### src/hw/rtl/rpcgi_pkg.sv
`timescale 1ns / 1ps
package rpcgi_pkg;

  localparam int TABLE_DEPTH_DEF = 128;
  localparam int TERM_COUNT      = 20;
  localparam int LAST_TERM       = TERM_COUNT - 1;
  localparam int IDX_W           = 7;
  localparam int WORD_W          = 48;
  localparam int DIV_STEPS       = 89;   // 49-bit magnitude followed by 40 fraction bits
  localparam int IN_DATA_W       = 200;
  localparam int OUT_DATA_W      = 104;

  // Table layout
  localparam int BASE_LINE_NUM = 0;
  localparam int BASE_LINE_DEN = TERM_COUNT;
  localparam int BASE_SAMP_NUM = 2 * TERM_COUNT;
  localparam int BASE_SAMP_DEN = 3 * TERM_COUNT;
  localparam int OFF_LINE      = 4 * TERM_COUNT;
  localparam int OFF_SAMP      = 4 * TERM_COUNT + 1;
  localparam int OFF_LAT       = 4 * TERM_COUNT + 2;
  localparam int OFF_LONG      = 4 * TERM_COUNT + 3;
  localparam int OFF_HGT       = 4 * TERM_COUNT + 4;
  localparam int SCL_LINE      = 4 * TERM_COUNT + 5;
  localparam int SCL_SAMP      = 4 * TERM_COUNT + 6;
  localparam int SCL_LAT       = 4 * TERM_COUNT + 7;
  localparam int SCL_LONG      = 4 * TERM_COUNT + 8;
  localparam int SCL_HGT       = 4 * TERM_COUNT + 9;

  localparam logic signed [47:0] MAX48   = 48'sh7FFF_FFFF_FFFF;
  localparam logic signed [47:0] MIN48   = 48'sh8000_0000_0000;
  localparam logic signed [47:0] ONE_Q40 = 48'sh0100_0000_0000;

  typedef enum logic {ACT_LOAD, ACT_POINT} action_t;
  typedef enum logic [1:0] {STAT_OK, STAT_ZDIV, STAT_OVF} status_t;

  typedef struct packed {
    logic signed [47:0] val;
    logic               ovf;
  } sat_t;

  function automatic logic [47:0] mag48(input logic [47:0] x);
    return x[47] ? 48'(-x) : x;
  endfunction

  function automatic logic [48:0] mag49(input logic [48:0] x);
    return x[48] ? 49'(-x) : x;
  endfunction

  function automatic logic signed [63:0] sgn64(input logic [62:0] m, input logic neg);
    logic signed [63:0] v;
    v = $signed({1'b0, m});
    return neg ? -v : v;
  endfunction

  function automatic sat_t sat64(input logic signed [63:0] v);
    sat_t s;
    if (v > 64'(MAX48)) begin
      s.val = MAX48;
      s.ovf = 1'b1;
    end else if (v < 64'(MIN48)) begin
      s.val = MIN48;
      s.ovf = 1'b1;
    end else begin
      s.val = v[47:0];
      s.ovf = 1'b0;
    end
    return s;
  endfunction

  // Factors of the product terms, indexes into the term array
  function automatic logic [4:0] term_a(input logic [4:0] j);
    logic [4:0] r;
    case (j)
      5'd4, 5'd5, 5'd7:             r = 5'd1;
      5'd6, 5'd8:                   r = 5'd2;
      5'd9:                         r = 5'd3;
      5'd10, 5'd12:                 r = 5'd4;
      5'd13:                        r = 5'd5;
      5'd16:                        r = 5'd6;
      5'd11, 5'd14, 5'd17:          r = 5'd7;
      5'd15, 5'd18:                 r = 5'd8;
      5'd19:                        r = 5'd9;
      default:                      r = 5'd0;
    endcase
    return r;
  endfunction

  function automatic logic [4:0] term_b(input logic [4:0] j);
    logic [4:0] r;
    case (j)
      5'd7, 5'd11:                  r = 5'd1;
      5'd4, 5'd8, 5'd12, 5'd14, 5'd15: r = 5'd2;
      default:                      r = 5'd3;
    endcase
    return r;
  endfunction

  // Evaluation order: sample num, sample den, line num, line den
  function automatic logic [6:0] poly_base(input logic [1:0] p);
    logic [6:0] r;
    case (p)
      2'd0:    r = 7'(BASE_SAMP_NUM);
      2'd1:    r = 7'(BASE_SAMP_DEN);
      2'd2:    r = 7'(BASE_LINE_NUM);
      default: r = 7'(BASE_LINE_DEN);
    endcase
    return r;
  endfunction

  // Normalization order: long, lat, height
  function automatic logic [6:0] norm_off(input logic [1:0] k);
    logic [6:0] r;
    case (k)
      2'd0:    r = 7'(OFF_LONG);
      2'd1:    r = 7'(OFF_LAT);
      default: r = 7'(OFF_HGT);
    endcase
    return r;
  endfunction

  function automatic logic [6:0] norm_scl(input logic [1:0] k);
    logic [6:0] r;
    case (k)
      2'd0:    r = 7'(SCL_LONG);
      2'd1:    r = 7'(SCL_LAT);
      default: r = 7'(SCL_HGT);
    endcase
    return r;
  endfunction

endpackage

### src/hw/rtl/rpcgi_mul.sv
`timescale 1ns / 1ps
// 48x48 unsigned magnitude multiply from four 24x24 partial products
module rpcgi_mul import rpcgi_pkg::*; (
  input  logic        clk,
  input  logic        rst_n,
  input  logic        start,
  input  logic [47:0] a,
  input  logic [47:0] b,
  output logic [95:0] prod,
  output logic        done
);

  logic        busy_r;
  logic [2:0]  cnt_r;
  logic [47:0] a_r, b_r;
  logic [47:0] pp_r;
  logic [1:0]  sh_r;
  logic        pv_r;
  logic [95:0] acc_r;
  logic        done_r;
  logic [23:0] a_part, b_part;
  logic [95:0] pp_ext;

  assign a_part = cnt_r[1] ? a_r[47:24] : a_r[23:0];
  assign b_part = cnt_r[0] ? b_r[47:24] : b_r[23:0];

  always_comb begin
    case (sh_r)
      2'd0:    pp_ext = {48'b0, pp_r};
      2'd1:    pp_ext = {24'b0, pp_r, 24'b0};
      2'd2:    pp_ext = {pp_r, 48'b0};
      default: pp_ext = '0;
    endcase
  end

  always_ff @(posedge clk) begin
    if (!rst_n) begin
      busy_r <= 1'b0;
      done_r <= 1'b0;
      pv_r   <= 1'b0;
      cnt_r  <= '0;
    end else begin
      done_r <= 1'b0;
      if (start) begin
        a_r    <= a;
        b_r    <= b;
        cnt_r  <= '0;
        busy_r <= 1'b1;
        pv_r   <= 1'b0;
        acc_r  <= '0;
      end else if (busy_r) begin
        if (cnt_r != 3'd4) begin
          pp_r  <= a_part * b_part;
          sh_r  <= 2'({1'b0, cnt_r[1]} + {1'b0, cnt_r[0]});
          pv_r  <= 1'b1;
          cnt_r <= cnt_r + 3'd1;
        end else begin
          pv_r <= 1'b0;
        end
        if (pv_r) acc_r <= acc_r + pp_ext;
        if (cnt_r == 3'd4 && pv_r) begin
          busy_r <= 1'b0;
          done_r <= 1'b1;
        end
      end
    end
  end

  assign prod = acc_r;
  assign done = done_r;

endmodule

### config.mk
export PLATFORM = sky130hd
export DESIGN_NAME = rpcgi_mul
export DESIGN_NICKNAME = d
export VERILOG_FILES = /design/src/hw/rtl/rpcgi_pkg.sv /design/src/hw/rtl/rpcgi_mul.sv
export SDC_FILE = /design/constraint.sdc
export NUM_CORES = 2
export LEC_CHECK = 0
export BUFFER_PORTS_ARGS = -buffer_cell sky130_fd_sc_hd__buf_2
export CAP_MARGIN = 20
export CORE_ASPECT_RATIO = 0.8
export CORE_MARGIN = 5
export CORE_UTILIZATION = 45
export CTS_BUF_LIST = sky130_fd_sc_hd__clkbuf_8
export DETAILED_ROUTE_END_ITERATION = 7
export HOLD_SLACK_MARGIN = 0.03
export PLACE_DENSITY = 0.59
export SLEW_MARGIN = 10
export SYNTH_ARGS = -nofsm -noshare
export SYNTH_HDL_FRONTEND = slang
export SYNTH_SLANG_ARGS = --single-unit
### constraint.sdc
create_clock -name clk -period 10.1 [get_ports clk]
set_input_delay 1.01 -clock clk [delete_from_list [all_inputs] [get_ports clk]]
set_output_delay 1.01 -clock clk [all_outputs]
set_load 0.05 [all_outputs]
==> summary.txt <==
Die
  – Site Rows: 90
  – Initial core utilization: 45.1%
  – Total core area: 75000 µm²
  – Die Area: ~81000 µm²
  – Die Y: between 200 and 300 µm
  – Die Wd: around 320 µm
  – IO Pins: 196

Routing
  – Metal2 WL: 44.8 mm
  – Post-Route WL: approximately 110 mm
  – Drt pass-1 iters: 6
  – DR vias/cell: 5.51
  – Antenna viol nets, final: 0
  – DR vias: 26600
  – Uppermost layer routed: met4
  – Met3 routed WL: 11.0 mm
  – DRT met1 WL: 48.3 mm
  – Initial DRC Count: 2203
  – DRC viols: 0
  – Drt wl/cell: 22.2 µm

Synth
  – Flops & latches, synth: 248
  – Mapped Nets: 4486
  – Adder-cell share of the synthesized area: approximately two fifths
  – Cell Area, Synth: about 34000 µm²
  – Compound-Gate Fraction of Synth Area: 10.3%
  – Netlist cell types: 85
  – Post-Synth Simple-Gate Area: 13.9%
  – Syn Inst Count: 3633
  – Register area share after synthesis: 21.8%
  – Avg Cell Area, Syn: just over 9 µm²
  – Primary FF master, synth: edfxtp_1
  – Mux contribution to synthesized area: 3.55%
  – Synth warnings: 0
  – Post-synth EDFFs: 242
  – Post-synthesis async set-or-reset flop share: 0%
  – Synth Area in XOR/XNOR: under 10%
  – Combinational family with the most area after synthesis: adder cells

STA
  – Unrepaired setup endpoints after global routing: false
  – Worst relative slew slack: 23.7%
  – Final hold violations: 0
  – Total Negative Setup Slacks: 0 ns
  – Final Critical Period: 8.75 ns
  – Final setup vio count: 0
  – Fin crit share: 86.6%
  – Final Max Slew Viols: 0
  – Fmax: 0.114 GHz
  – Final setup skew: 0.0396 ns
  – Least-Margin Pin Slew: 1.12 ns

Clocking
  – CTS tree: yes
  – CTS Root Cell: clkbuf_8
  – Htree depth: 2
  – Post-CTS setup buffers: 0
  – Maximum clock insertion buffer count: 3
  – Worst-path clk slew: 0.07 ns
  – Clock buffer count from CTS: 43
  – PostCTS Resize Cnt: 0
  – Hold buffer count at CTS: 0
  – Clock sinks: 248
  – Clock Latency Late Sink: roughly 0.66 ns

Setup path
  – CP Capture Type: register
  – R2R setup slack: 1.35 ns
  – CP Launch Type: register
  – Worst Path Required: between 10 and 15 ns
  – CP max FO: 16
  – Data arrival, critical path: 9.15 ns
  – Critical Setup Path Class: reg2reg

Cells and area
  – Number of fill cells: 7281
  – Layout net count: 4628
  – Commonest non-fill, non-tap cell in the layout: inv_1
  – Area growth syn-to-layout: 8.69%
  – Layout cells sized above 1: about a tenth
  – Commonest non-fill, non-tap cells in the layout: 600 x inv_1, 483 x fa_1, 474 x nor2_1

Global route
  – Grt ovf: 0
  – First-pass GRT wire length: 161 mm
  – Largest net degree at the start of global routing: 72
  – Initial antenna violation count: 10
  – Number of global-route vias before repair: 26300
  – Total track usage: between 20% and 30%

Outcome
  – Status: finished clean

Hold path
  – Worst min path class: reg2reg

Placed design
  – Dpl hpwl: 87.5 mm
  – PortBufs: 195
  – GP Congestion: approximately 0.95

Job
  – Max-cap violations: 0
-- worst max-delay path: stages (launching register included) --
cell and delay, ns:
dfxtp_2 0.65, mux2i_2 0.97, buf_4 0.28, nor2_1 0.06
fa_1 0.51, inv_1 0.05, fa_1 0.54, inv_1 0.06
fa_1 0.46, fa_1 0.46, fa_1 0.50, fa_1 0.55
inv_1 0.05, fa_1 0.47, inv_1 0.04, ha_1 0.36
a21o_1 0.19, a21o_1 0.16, a21o_1 0.18, a41oi_1 0.26
a21oi_1 0.25, o21ai_0 0.51, a31o_2 0.30, o21ai_0 0.14
a21o_1 0.21, a21oi_1 0.17, xnor2_1 0.09
-- synth_stat cells, types with 67 or more instances --
cell type  count  area (µm²)
ha_1         271        3390
clkbuf_1     141         529
xnor2_1       85         744
fa_1         483        9670
a21oi_1      193         966
inv_1        590        2210
nand2_1      406        1520
edfxtp_1     242        7270
nor2_1       475        1780
and2_1        67         419
a21o_1        70         526
o21ai_0       85         425
-- state kept, by name, summed over array words and instances (netlist names), 2 cells and up --
register and flops:
prod 96, a_r 48, sh_r 2, pp_r 48, b_r 48, cnt_r 3
-- layer usage --
| layer | vias up | GRT usage, % |
|---|---|---|
| met5 | - | 0 |
| met4 | 0 | 6.89 |
| met3 | 176 | 7.29 |
| met2 | 1139 | 37.5 |
| met1 | 13200 | 39.5 |
| li1 | 12000 | - |
-- worst paths after layout --
path                         startpoint            endpoint  depth (start not counted)
hold / removal        pv_r$_SDFFE_PP0P_     done$_SDFF_PP0_                          2
setup reg to reg  cnt_r[0]$_SDFFE_PP0P_  pp_r[40]$_DFFE_PP_                         26
hold reg to reg       pv_r$_SDFFE_PP0P_     done$_SDFF_PP0_                          2
setup / recovery  cnt_r[0]$_SDFFE_PP0P_  pp_r[40]$_DFFE_PP_                         26
-- area by class of cell --
class	count	area [µm²]	share of cell area [%]
Clock buffer	43	592	1.61
Sequential cell	248	7390	20.1
Antenna cell	8	20.0	0.0544
Timing Repair Buffer	255	1430	3.88
Multi-Input combinational cell	2637	23700	64.4
Tap cell	1012	1270	3.44
Clock inverter	33	189	0.513
Inverter	590	2210	6.02
-- metrics by stage --
stage	area [µm²]	std cells	utilization (%)	hold slack [ns]	worst slack, ns
final	36800	4826	49.1	0.468	1.35
after global routing	36800	4825	49.1	0.478	1.08
after CTS	36800	4818	49.0	0.465	1.47
after detailed placement	36000	4742	48.0	0.465	1.50
after global placement	36000	4742	48.0	0.463	1.61
after floorplan	33900	3633	-	0.441	2.25
-- cells by family after synthesis --
| logic type | count (synthesis) |
|---|---|
| AND/OR/NAND/NOR | 1108 |
| buffers and inverters | 748 |
| flip-flops | 248 |
| adder cells (fa/ha/maj) | 754 |
| multiplexers | 114 |
| AO/OA/AOI/OAI | 525 |
| XOR/XNOR | 136 |
Power is left out: the tool's default activity adds up to more than one toggle a clock period on the data nets, which glitch-free logic cannot reach.
