<file path="src/hw/rtl/rpcgi_pkg.sv">
`timescale 1ns / 1ps
package rpcgi_pkg;

  localparam int TABLE_DEPTH_DEF = 128;
  localparam int TERM_COUNT      = 20;
  localparam int LAST_TERM       = TERM_COUNT - 1;
  localparam int IDX_W           = 7;
  localparam int WORD_W          = 48;
  localparam int DIV_STEPS       = 89;   // 49-bit magnitude followed by 40 fraction bits
  localparam int IN_DATA_W       = 200;
  localparam int OUT_DATA_W      = 104;

  // Table layout
  localparam int BASE_LINE_NUM = 0;
  localparam int BASE_LINE_DEN = TERM_COUNT;
  localparam int BASE_SAMP_NUM = 2 * TERM_COUNT;
  localparam int BASE_SAMP_DEN = 3 * TERM_COUNT;
  localparam int OFF_LINE      = 4 * TERM_COUNT;
  localparam int OFF_SAMP      = 4 * TERM_COUNT + 1;
  localparam int OFF_LAT       = 4 * TERM_COUNT + 2;
  localparam int OFF_LONG      = 4 * TERM_COUNT + 3;
  localparam int OFF_HGT       = 4 * TERM_COUNT + 4;
  localparam int SCL_LINE      = 4 * TERM_COUNT + 5;
  localparam int SCL_SAMP      = 4 * TERM_COUNT + 6;
  localparam int SCL_LAT       = 4 * TERM_COUNT + 7;
  localparam int SCL_LONG      = 4 * TERM_COUNT + 8;
  localparam int SCL_HGT       = 4 * TERM_COUNT + 9;

  localparam logic signed [47:0] MAX48   = 48'sh7FFF_FFFF_FFFF;
  localparam logic signed [47:0] MIN48   = 48'sh8000_0000_0000;
  localparam logic signed [47:0] ONE_Q40 = 48'sh0100_0000_0000;

  typedef enum logic {ACT_LOAD, ACT_POINT} action_t;
  typedef enum logic [1:0] {STAT_OK, STAT_ZDIV, STAT_OVF} status_t;

  typedef struct packed {
    logic signed [47:0] val;
    logic               ovf;
  } sat_t;

  function automatic logic [47:0] mag48(input logic [47:0] x);
    return x[47] ? 48'(-x) : x;
  endfunction

  function automatic logic [48:0] mag49(input logic [48:0] x);
    return x[48] ? 49'(-x) : x;
  endfunction

  function automatic logic signed [63:0] sgn64(input logic [62:0] m, input logic neg);
    logic signed [63:0] v;
    v = $signed({1'b0, m});
    return neg ? -v : v;
  endfunction

  function automatic sat_t sat64(input logic signed [63:0] v);
    sat_t s;
    if (v > 64'(MAX48)) begin
      s.val = MAX48;
      s.ovf = 1'b1;
    end else if (v < 64'(MIN48)) begin
      s.val = MIN48;
      s.ovf = 1'b1;
    end else begin
      s.val = v[47:0];
      s.ovf = 1'b0;
    end
    return s;
  endfunction

  // Factors of the product terms, indexes into the term array
  function automatic logic [4:0] term_a(input logic [4:0] j);
    logic [4:0] r;
    case (j)
      5'd4, 5'd5, 5'd7:             r = 5'd1;
      5'd6, 5'd8:                   r = 5'd2;
      5'd9:                         r = 5'd3;
      5'd10, 5'd12:                 r = 5'd4;
      5'd13:                        r = 5'd5;
      5'd16:                        r = 5'd6;
      5'd11, 5'd14, 5'd17:          r = 5'd7;
      5'd15, 5'd18:                 r = 5'd8;
      5'd19:                        r = 5'd9;
      default:                      r = 5'd0;
    endcase
    return r;
  endfunction

  function automatic logic [4:0] term_b(input logic [4:0] j);
    logic [4:0] r;
    case (j)
      5'd7, 5'd11:                  r = 5'd1;
      5'd4, 5'd8, 5'd12, 5'd14, 5'd15: r = 5'd2;
      default:                      r = 5'd3;
    endcase
    return r;
  endfunction

  // Evaluation order: sample num, sample den, line num, line den
  function automatic logic [6:0] poly_base(input logic [1:0] p);
    logic [6:0] r;
    case (p)
      2'd0:    r = 7'(BASE_SAMP_NUM);
      2'd1:    r = 7'(BASE_SAMP_DEN);
      2'd2:    r = 7'(BASE_LINE_NUM);
      default: r = 7'(BASE_LINE_DEN);
    endcase
    return r;
  endfunction

  // Normalization order: long, lat, height
  function automatic logic [6:0] norm_off(input logic [1:0] k);
    logic [6:0] r;
    case (k)
      2'd0:    r = 7'(OFF_LONG);
      2'd1:    r = 7'(OFF_LAT);
      default: r = 7'(OFF_HGT);
    endcase
    return r;
  endfunction

  function automatic logic [6:0] norm_scl(input logic [1:0] k);
    logic [6:0] r;
    case (k)
      2'd0:    r = 7'(SCL_LONG);
      2'd1:    r = 7'(SCL_LAT);
      default: r = 7'(SCL_HGT);
    endcase
    return r;
  endfunction

endpackage

</file>
<file path="src/hw/rtl/rpcgi_div.sv">
`timescale 1ns / 1ps
// Restoring divider: (num * 2^40) / den, one quotient bit per cycle, saturated to 48 bits
module rpcgi_div import rpcgi_pkg::*; (
  input  logic               clk,
  input  logic               rst_n,
  input  logic               start,
  input  logic [48:0]        num,
  input  logic [47:0]        den,
  input  logic               neg,
  input  logic               nneg,
  output logic signed [47:0] q,
  output logic               zdiv,
  output logic               ovf,
  output logic               done
);

  logic               busy_r;
  logic [6:0]         cnt_r;
  logic [88:0]        dvd_r;
  logic [47:0]        rem_r;
  logic [47:0]        den_r;
  logic [47:0]        q_r;
  logic               big_r;
  logic               neg_r;
  logic signed [47:0] q_out_r;
  logic               zdiv_r, ovf_r, done_r;
  logic [48:0]        rs;
  logic               ge;
  logic [47:0]        qn;
  logic               bign, sat;

  assign rs   = {rem_r, dvd_r[88]};
  assign ge   = rs >= {1'b0, den_r};
  assign qn   = {q_r[46:0], ge};
  assign bign = big_r | q_r[47];
  assign sat  = bign || (qn[47] && (|qn[46:0] || !neg_r));

  always_ff @(posedge clk) begin
    if (!rst_n) begin
      busy_r <= 1'b0;
      done_r <= 1'b0;
      cnt_r  <= '0;
    end else begin
      done_r <= 1'b0;
      if (start) begin
        zdiv_r <= 1'b0;
        ovf_r  <= 1'b0;
        if (den == '0) begin
          zdiv_r  <= 1'b1;
          q_out_r <= nneg ? MIN48 : MAX48;
          done_r  <= 1'b1;
        end else begin
          busy_r <= 1'b1;
          dvd_r  <= {num, 40'b0};
          den_r  <= den;
          rem_r  <= '0;
          q_r    <= '0;
          big_r  <= 1'b0;
          neg_r  <= neg;
          cnt_r  <= '0;
        end
      end else if (busy_r) begin
        rem_r <= ge ? 48'(rs - {1'b0, den_r}) : rs[47:0];
        q_r   <= qn;
        big_r <= bign;
        dvd_r <= {dvd_r[87:0], 1'b0};
        cnt_r <= cnt_r + 7'd1;
        if (cnt_r == 7'(DIV_STEPS - 1)) begin
          busy_r <= 1'b0;
          done_r <= 1'b1;
          if (sat) begin
            ovf_r   <= 1'b1;
            q_out_r <= neg_r ? MIN48 : MAX48;
          end else begin
            q_out_r <= neg_r ? $signed(48'(-qn)) : $signed(qn);
          end
        end
      end
    end
  end

  assign q    = q_out_r;
  assign zdiv = zdiv_r;
  assign ovf  = ovf_r;
  assign done = done_r;

endmodule

</file>
<file path="config.mk">
export PLATFORM = sky130hd
export DESIGN_NAME = rpcgi_div
export DESIGN_NICKNAME = d
export VERILOG_FILES = /design/src/hw/rtl/rpcgi_pkg.sv /design/src/hw/rtl/rpcgi_div.sv
export SDC_FILE = /design/constraint.sdc
export NUM_CORES = 1
export LEC_CHECK = 0
export ABC_AREA = 1
export ABC_CLOCK_PERIOD_IN_PS = 6600
export BUFFER_PORTS_ARGS = -buffer_cell sky130_fd_sc_hd__buf_2
export CORE_UTILIZATION = 55
export DETAILED_ROUTE_END_ITERATION = 12
export PLACE_DENSITY = 0.75
export SLEW_MARGIN = 20
export SYNTH_ARGS = -nofsm -noshare
export SYNTH_HDL_FRONTEND = slang
export SYNTH_SLANG_ARGS = --single-unit
</file>
<file path="constraint.sdc">
create_clock -name clk -period 6.6 [get_ports clk]
set_clock_uncertainty 0.15 [all_clocks]
set_input_delay 1.32 -clock clk [delete_from_list [all_inputs] [get_ports clk]]
set_output_delay 1.32 -clock clk [all_outputs]
set_load 0.03 [all_outputs]
</file>
==> metrics.json, run 1 <==
{
  "num_vias": {"value": 12500},
  "timing.final.hold_violations": {"value": 0},
  "finalSetupViolCount": {"value": 0},
  "antenna_found_initial": {"value": 1},
  "critical_path.most_common_cell": {"value": "sky130_fd_sc_hd__nand2_1"},
  "globalRouteTotalUtil": {"value": 25.6, "unit": "%"},
  "netlist_instances": {"value": 1801},
  "outcome": {"value": "finished clean"},
  "postRouteWirelength": {"value": 35800, "unit": "um"},
  "drt_iter0_markers": {"value": 1176},
  "max_clock_buf_depth": {"value": 3},
  "cts-hold-fix-buffers": {"value": 0},
  "core_region_area": {"value": 27000, "unit": "um^2"},
  "ir_worst_vdd": {"value": 0.219, "unit": "mV"},
  "share_comb_of_total_power": {"value": 21.2, "unit": "%"},
  "firstDrtPassIters": {"value": 6},
  "synth.net_count": {"value": 1955},
  "cts_sinks": {"value": 254},
  "design.final.nets": {"value": 2096},
  "critical-path-slowest-cell": {"value": "sky130_fd_sc_hd__edfxtp_1"},
  "setup.worst_path.start": {"value": "rem_r[31]"},
  "crit_cells": {"value": 22},
  "maxSlewViolCount": {"value": 0},
  "critical_path.cell_chain": {"value": "ha_1 > a21oi_1 > nand2_1 > a21oi_1 > nand2_1 > nand2_1 > nand3_1 > nor2_4 > ha_1 > inv_1 > nor3_2 > nand2_1 > nor2_2 > nand3_1 > nor2_1 > nand3_1 > nand2_1 > o21ai_0 > o21ai_0 > nand2_1 > nand2_1 > nand2_1"},
  "seqPwrFrac": {"value": 44.5, "unit": "%"},
  "grt_max_degree": {"value": 111},
  "synth_largest_area_cell": {"value": "sky130_fd_sc_hd__edfxtp_1"},
  "place.port_buffers": {"value": 152},
  "yosys_register_bits": {"value": 254},
  "worst_path_largest_cell_delay": {"value": 0.40, "unit": "ns"},
  "clock_power_share": {"value": 34.4, "unit": "%"},
  "final_layout_size_suffix_gt1_share": {"value": 12.4, "unit": "%"},
  "crit_path_end": {"value": "q[44]"},
  "die-area": {"value": 28100, "unit": "um^2"},
  "regToRegEndpoint": {"value": "q[44]"},
  "synth.yosys.warnings": {"value": 0},
  "floorplan.rows": {"value": 60},
  "layout_worst_path_cycle_share": {"value": 69.3, "unit": "%"},
  "fin_hold_ws": {"value": 0.355, "unit": "ns"},
  "htree_num_levels": {"value": 1},
  "mappedNetlistArea": {"value": 15100, "unit": "um^2"},
  "ff2ff_path_depth": {"value": 22},
  "design.portCount": {"value": 153},
  "final.setup.tns": {"value": 0, "unit": "ns"},
  "p_int": {"value": 3.14, "unit": "mW"},
  "tritoncts": {"value": "yes"},
  "post_synth.cell_area_avg": {"value": 8.37, "unit": "um^2"},
  "critPathKind": {"value": "flip-flop to flip-flop"},
  "crit_path_max_fanout": {"value": 10},
  "die_width": {"value": 168, "unit": "um"},
  "cts.repair.resized": {"value": 0},
  "tritoncts.num_buffers": {"value": 27},
  "yosysUniqueCellTypes": {"value": 49},
  "power.static_leakage": {"value": 7.54, "unit": "nW"},
  "drtAntennaViolNets": {"value": 0},
  "placed_instances": {"value": 2254},
  "worst_slew_margin": {"value": 31.9, "unit": "%"},
  "wire_length_of_the_first_global_routing_pass": {"value": 58100, "unit": "um"},
  "clockRootBuffer": {"value": "sky130_fd_sc_hd__clkbuf_16"},
  "max_cap_viols": {"value": 0},
  "worstSetupEndpointType": {"value": "flip-flop"},
  "synth_top_cell_area_share": {"value": 48.8, "unit": "%"},
  "detailed_place_hpwl": {"value": 26100, "unit": "um"},
  "ys_seq_area_share": {"value": 50.0, "unit": "%"},
  "number_of_global_route_vias_before_repair": {"value": 11700},
  "layoutNonFillerInstCount": {"value": 2304},
  "detail_route.drc_violations": {"value": 0},
  "startpoint_type": {"value": "flip-flop"},
  "timing.final.crit_period": {"value": 4.58, "unit": "ns"},
  "tightestPinTransition": {"value": 1.02, "unit": "ns"},
  "p_sw": {"value": 1.31, "unit": "mW"},
  "grt_overflow": {"value": 0},
  "timing.reg2reg.setup_slack": {"value": 2.02, "unit": "ns"},
  "net_switching_share_of_the_total_power": {"value": 29.4, "unit": "%"},
  "timing.critical_path.required": {"value": 6.73, "unit": "ns"},
  "rsz_0062_raised_after_global_routing": {"value": "no"},
  "layout.cells.most_common_list": {"value": "500 x sky130_fd_sc_hd__nand2_1, 245 x sky130_fd_sc_hd__edfxtp_1, 228 x sky130_fd_sc_hd__inv_1"},
  "cellPowerDensity": {"value": 261, "unit": "nW/um^2"},
  "hold_class": {"value": "flip-flop to flip-flop"},
  "crit_family": {"value": "simple AND/OR/NAND/NOR gates"},
  "finalWeightedCongestion": {"value": 0.972},
  "timing.fmax": {"value": 219, "unit": "MHz"},
  "initial_core_util": {"value": 55.9, "unit": "%"},
  "cell_types_occupying_the_most_area_after_synthesis": {"value": "sky130_fd_sc_hd__edfxtp_1 49%, sky130_fd_sc_hd__nand2_1 12%, sky130_fd_sc_hd__inv_1 5.7%, sky130_fd_sc_hd__nor2_1 5.0%, sky130_fd_sc_hd__ha_1 4.2%"},
  "detail_route.wl_per_cell": {"value": 15.5, "unit": "um"},
  "worst_skew_pair.late_latency": {"value": 0.54, "unit": "ns"},
  "areaGrowthSynthToFinish": {"value": 13.0, "unit": "%"},
  "critPathArrivalTime": {"value": 4.70, "unit": "ns"},
  "dieHeight": {"value": 168, "unit": "um"},
  "final_common_cell": {"value": "sky130_fd_sc_hd__nand2_1"},
  "detail_routed_via_count_per_cell": {"value": 5.44},
  "postCtsSetupRepairBufs": {"value": 0},
  "cp.buffers_inverters": {"value": 1},
  "reg_to_reg_start": {"value": "rem_r[31]"},
  "clk_transition_reported_paths": {"value": 0.06, "unit": "ns"}
}
==> worst min-delay path by stage <==
stage / end / cells past startpoint / startpoint
global route: dvd_r[50] / 2 / dvd_r[49]
detailed placement: cnt_r[6] / 2 / cnt_r[6]
CTS: cnt_r[6] / 2 / cnt_r[6]
finish: cnt_r[6] / 2 / cnt_r[6]
floorplan: cnt_r[6] / 2 / cnt_r[6]
global placement: dvd_r[79] / 2 / dvd_r[78]
==> worst min-delay path, cell delays in order (launching register included) <==
cell                      delay, ns
sky130_fd_sc_hd__dfxtp_1       0.34
sky130_fd_sc_hd__nand2_1       0.07
sky130_fd_sc_hd__a21oi_1       0.05
==> power by group through the flow <==
| stage | registers [mW] | logic (mW) | clock network, mW |
|---|---|---|---|
| floorplan | 2.02 | 0.669 | 0 |
| global placement | 2.00 | 0.911 | 0 |
| detailed placement | 2.01 | 0.929 | 0 |
| CTS | 1.98 | 0.933 | 1.54 |
| global route | 1.99 | 1.06 | 1.60 |
| finish | 1.98 | 0.939 | 1.53 |
==> flip-flops by register name, indices dropped and copies added, names as in the netlist <==
register and count:
q 48, rem_r 48, zdiv 1, ovf 1, den_r 48, busy_r 1
done 1, big_r 1, dvd_r 49, cnt_r 7, neg_r 1, q_r 48
==> cells in the mapped netlist (all sizes together) <==
library cell,count
nand2,511
edfxtp,245
inv,242
nor2,210
o21ai,106
a21oi,103
nand3,69
ha,51
xor2,48
nor3,30
clkbuf,29
nand4,29
xnor2,24
nor4,23
buf,19
a31oi,12
o21bai,12
a21o,10
dfxtp,9
a211oi,3
nand3b,3
o31ai,3
or2,2
a21boi,1
a31o,1
and2,1
clkinv,1
fa,1
nor4b,1
o211a,1
o211ai,1
==> layer usage <==
metal  global-route usage, %  up-vias  routed length, um
met5                       0        -                  0
met2                    39.9      485              15600
met1                    37.5     5734              16600
met3                    3.31       63               2630
li1                        -     6246                  -
met4                    7.46        0                950
==> logic make-up after synthesis <==
| logic type | count (synthesis) | synth area share [%] |
|---|---|---|
| adder cells (fa/ha/maj) | 52 | 4.37 |
| flip-flops | 254 | 50.0 |
| AND/OR/NAND/NOR | 879 | 24.7 |
| AO/OA/AOI/OAI | 253 | 9.18 |
| XOR/XNOR | 72 | 4.18 |
| buffers and inverters | 291 | 7.57 |
==> area by class of cell <==
class | instances | area (um^2)
Multi-Input combinational cell | 1256 | 6410
Inverter | 243 | 926
Antenna cell | 1 | 2.50
Clock buffer | 35 | 706
Timing Repair Buffer | 160 | 847
Fill cell | 2308 | 9920
Sequential cell | 254 | 7540
Clock inverter | 14 | 169
Tap cell | 341 | 427
==> stage by stage <==
| stage | util, % | power (mW) | instance area (um^2) | worst slack [ns] |
|---|---|---|---|---|
| 2_1_floorplan | - | 2.69 | 15100 | 0.710 |
| 3_3_place_gp | 59.8 | 2.92 | 16100 | 1.91 |
| 3_5_place_dp | 59.9 | 2.94 | 16100 | 1.82 |
| 4_1_cts | 63.2 | 4.45 | 17000 | 2.11 |
| 5_1_grt | 63.2 | 4.64 | 17000 | 1.67 |
| 6_report | 63.2 | 4.44 | 17000 | 2.02 |
Note: power is estimated with default switching activity, not from simulation.
==> inputs of run 2 (changes only) <==
Settings changed: ABC_CLOCK_PERIOD_IN_PS 6600 to 4800.
Clock period 6.6 ns to 4.8 ns, I/O delays scaled along.
==> metrics.json, run 2 (synthesis gave the netlist of run 1 again) <==
{
  "drtAntennaViolNets": {"value": 0, "change": "unchanged"},
  "rsz_0062_raised_after_global_routing": {"value": "no"},
  "filler_cell_count": {"value": 2376, "change": "+2.9%"},
  "power.static_leakage": {"value": 7.54, "unit": "nW", "change": "about the same"},
  "htree_num_levels": {"value": 1, "change": "unchanged"},
  "finalSetupViolCount": {"value": 0, "change": "unchanged"},
  "detail_route.wl_per_cell": {"value": 15.8, "unit": "um", "change": "+1.4%"},
  "grt_overflow": {"value": 0, "change": "unchanged"},
  "firstDrtPassIters": {"value": 5, "change": "-1"},
  "timing.final.hold_violations": {"value": 0, "change": "unchanged"},
  "finalWeightedCongestion": {"value": 0.967, "change": "-0.49%"},
  "final.setup.tns": {"value": 0, "unit": "ns", "change": "unchanged"},
  "areaGrowthSynthToFinish": {"value": 13.0, "unit": "%", "change": "about the same"},
  "gr-usage-met3": {"value": 3.81, "unit": "%", "change": "+0.50 points"},
  "tritoncts": {"value": "yes"},
  "critPathKind": {"value": "flip-flop to flip-flop"},
  "layout_worst_path_cycle_share": {"value": 92.5, "unit": "%", "change": "+23 points"},
  "final_layout_size_suffix_gt1_share": {"value": 12.6, "unit": "%", "change": "+0.13 points"},
  "multi_input_area": {"value": 6410, "unit": "um^2", "change": "unchanged"},
  "hold_class": {"value": "flip-flop to flip-flop"},
  "drt_iter0_markers": {"value": 1228, "change": "+4.4%"},
  "die-area": {"value": 28100, "unit": "um^2", "change": "unchanged"},
  "detail_route.drc_violations": {"value": 0, "change": "unchanged"},
  "maxSlewViolCount": {"value": 0, "change": "unchanged"},
  "globalRouteTotalUtil": {"value": 26.4, "unit": "%", "change": "+0.77 points"},
  "dieHeight": {"value": 168, "unit": "um", "change": "unchanged"},
  "postCtsSetupRepairBufs": {"value": 0, "change": "unchanged"},
  "groute.layer.met2.usage": {"value": 40.3, "unit": "%", "change": "+0.43 points"},
  "die_width": {"value": 168, "unit": "um", "change": "unchanged"},
  "cts_sinks": {"value": 254, "change": "unchanged"},
  "grtUsageMet1": {"value": 39.2, "unit": "%", "change": "+1.7 points"},
  "startpoint_type": {"value": "flip-flop"},
  "postRouteWirelength": {"value": 36400, "unit": "um", "change": "+1.6%"},
  "cts.repair.resized": {"value": 0, "change": "unchanged"},
  "critPathArrivalTime": {"value": 4.57, "unit": "ns", "change": "-0.13 ns"},
  "final_common_cell": {"value": "sky130_fd_sc_hd__nand2_1"},
  "detail_routed_via_count_per_cell": {"value": 5.44, "change": "about the same"},
  "design.final.nets": {"value": 2099, "change": "+0.14%"},
  "worst_skew_pair.late_latency": {"value": 0.55, "unit": "ns", "change": "about the same"},
  "cts-hold-fix-buffers": {"value": 0, "change": "unchanged"},
  "ir_worst_vdd": {"value": 0.305, "unit": "mV", "change": "+39%"},
  "initial_core_util": {"value": 55.9, "unit": "%", "change": "unchanged"},
  "worstSetupEndpointType": {"value": "flip-flop"},
  "design.portCount": {"value": 153, "change": "unchanged"},
  "globalRoute.busiestLayer": {"value": "met2"},
  "core_region_area": {"value": 27000, "unit": "um^2", "change": "unchanged"},
  "final-seq-area": {"value": 7540, "unit": "um^2", "change": "unchanged"},
  "crit_path_max_fanout": {"value": 10, "change": "unchanged"},
  "grt_max_degree": {"value": 105, "change": "-5.4%"},
  "max_clock_buf_depth": {"value": 3, "change": "unchanged"},
  "worst_slew_margin": {"value": 33.0, "unit": "%", "change": "+1.1 points"},
  "cellPowerDensity": {"value": 359, "unit": "nW/um^2", "change": "+38%"},
  "timing.critical_path.required": {"value": 4.94, "unit": "ns", "change": "-1.79 ns"},
  "clockRootBuffer": {"value": "sky130_fd_sc_hd__clkbuf_16"},
  "timing.fmax": {"value": 225, "unit": "MHz", "change": "+3.1%"},
  "registers.top_by_ff_count": {"value": "dvd_r"},
  "antenna_found_initial": {"value": 1, "change": "unchanged"},
  "num_vias": {"value": 12600, "change": "+0.26%"},
  "tritoncts.num_buffers": {"value": 28, "change": "+3.7%"},
  "wire_length_of_the_first_global_routing_pass": {"value": 59900, "unit": "um", "change": "+3.0%"},
  "outcome": {"value": "finished clean"},
  "detailed_place_hpwl": {"value": 26700, "unit": "um", "change": "+2.5%"},
  "layout.cells.most_common_list": {"value": "500 x sky130_fd_sc_hd__nand2_1, 245 x sky130_fd_sc_hd__edfxtp_1, 228 x sky130_fd_sc_hd__inv_1"},
  "floorplan.rows": {"value": 60, "change": "unchanged"},
  "tightestPinTransition": {"value": 1.00, "unit": "ns", "change": "-0.0161 ns"},
  "number_of_flip_flops_in_the_largest_register": {"value": 49, "change": "unchanged"},
  "number_of_global_route_vias_before_repair": {"value": 11900, "change": "+1.7%"},
  "placed_cell_area": {"value": 16200, "unit": "um^2", "change": "about the same"},
  "max_cap_viols": {"value": 0, "change": "unchanged"},
  "finish.instance_area": {"value": 17000, "unit": "um^2", "change": "about the same"},
  "place.port_buffers": {"value": 152, "change": "unchanged"},
  "timing.final.crit_period": {"value": 4.44, "unit": "ns", "change": "-0.138 ns"},
  "clk_transition_reported_paths": {"value": 0.06, "unit": "ns", "change": "about the same"}
}
run 2: cell count changes in the layout (fill, tap and decap cells not counted):
cell / previous run / this run
sky130_fd_sc_hd__buf_12: 0 / 1
sky130_fd_sc_hd__buf_16: 1 / 0
sky130_fd_sc_hd__buf_4: 7 / 10
sky130_fd_sc_hd__buf_6: 1 / 0
sky130_fd_sc_hd__bufinv_16: 4 / 3
sky130_fd_sc_hd__clkbuf_16: 27 / 28
sky130_fd_sc_hd__clkinv_1: 8 / 9
sky130_fd_sc_hd__clkinv_4: 1 / 0
sky130_fd_sc_hd__clkinv_8: 0 / 1
sky130_fd_sc_hd__clkinvlp_4: 0 / 1
sky130_fd_sc_hd__inv_2: 11 / 12
sky130_fd_sc_hd__inv_6: 2 / 1
run 2: layer usage:
metal  vias to the layer above  part of all wire, %  wire length (um)
met5                         -                    0                 0
met4                         0                  2.3               831
met3                        48                  6.9              2490
met2                       438                   44             15800
met1                      5822                   47             17200
li1                       6253                    -                 -
run 2: where the power goes:
part	switching, mW	leakage (nW)	total, mW	internal, mW
clock	0.871	0.429	2.10	1.23
sequential	0.0731	2.42	2.71	2.64
combinational	0.872	4.69	1.30	0.428
run 2: metrics by stage:
stage	setup WS (ns)	hold WS, ns	cells	utilization [%]	total power [mW]
final	0.362	0.351	2308	63.2	6.11
after global routing	0.0153	0.374	2307	63.2	6.41
after CTS	0.391	0.350	2307	63.2	6.14
after detailed placement	0.421	0.341	2256	59.9	4.04
after global placement	0.551	0.341	2256	59.9	4.02
after floorplan	0.0144	0.316	1801	-	3.69
run 2: critical path, cell delays in order (launching register included):
cell                       delay (ns)
sky130_fd_sc_hd__edfxtp_1        0.40
sky130_fd_sc_hd__ha_1            0.36
sky130_fd_sc_hd__nand2_1         0.11
sky130_fd_sc_hd__inv_1           0.06
sky130_fd_sc_hd__a21oi_1         0.21
sky130_fd_sc_hd__nand2_1         0.11
sky130_fd_sc_hd__nand2_1         0.09
sky130_fd_sc_hd__nand2_1         0.06
sky130_fd_sc_hd__nand2_1         0.15
sky130_fd_sc_hd__nand3_1         0.14
sky130_fd_sc_hd__nor2_4          0.31
sky130_fd_sc_hd__ha_1            0.22
sky130_fd_sc_hd__inv_1           0.06
sky130_fd_sc_hd__nor3_2          0.17
sky130_fd_sc_hd__nand2_1         0.13
sky130_fd_sc_hd__nor2_2          0.14
sky130_fd_sc_hd__nand3_1         0.13
sky130_fd_sc_hd__nor2_1          0.20
sky130_fd_sc_hd__nand3_1         0.26
sky130_fd_sc_hd__nand2_1         0.17
sky130_fd_sc_hd__o21ai_0         0.18
sky130_fd_sc_hd__o21ai_0         0.21
sky130_fd_sc_hd__nand2_1         0.06
sky130_fd_sc_hd__nand2_1         0.06
sky130_fd_sc_hd__nand2_1         0.04
run 2: final cells by class:
cell class | count | share of cell area, %
antenna | 1 | 0.0147
clock inverter | 15 | 0.910
tap | 341 | 2.50
timing repair buffer | 162 | 4.99
inverter | 243 | 5.42
clock buffer | 36 | 4.29
multi-input combinational | 1256 | 37.6
sequential | 254 | 44.2
run 2: worst paths after layout:
path                  start       end  slack (ns)  depth (start not counted)
setup / recovery  rem_r[23]     q[44]        0.36                         24
hold reg to reg    cnt_r[6]  cnt_r[6]        0.35                          2
setup reg to reg  rem_r[23]     q[44]        0.36                         24
hold / removal     cnt_r[6]  cnt_r[6]        0.35                          2
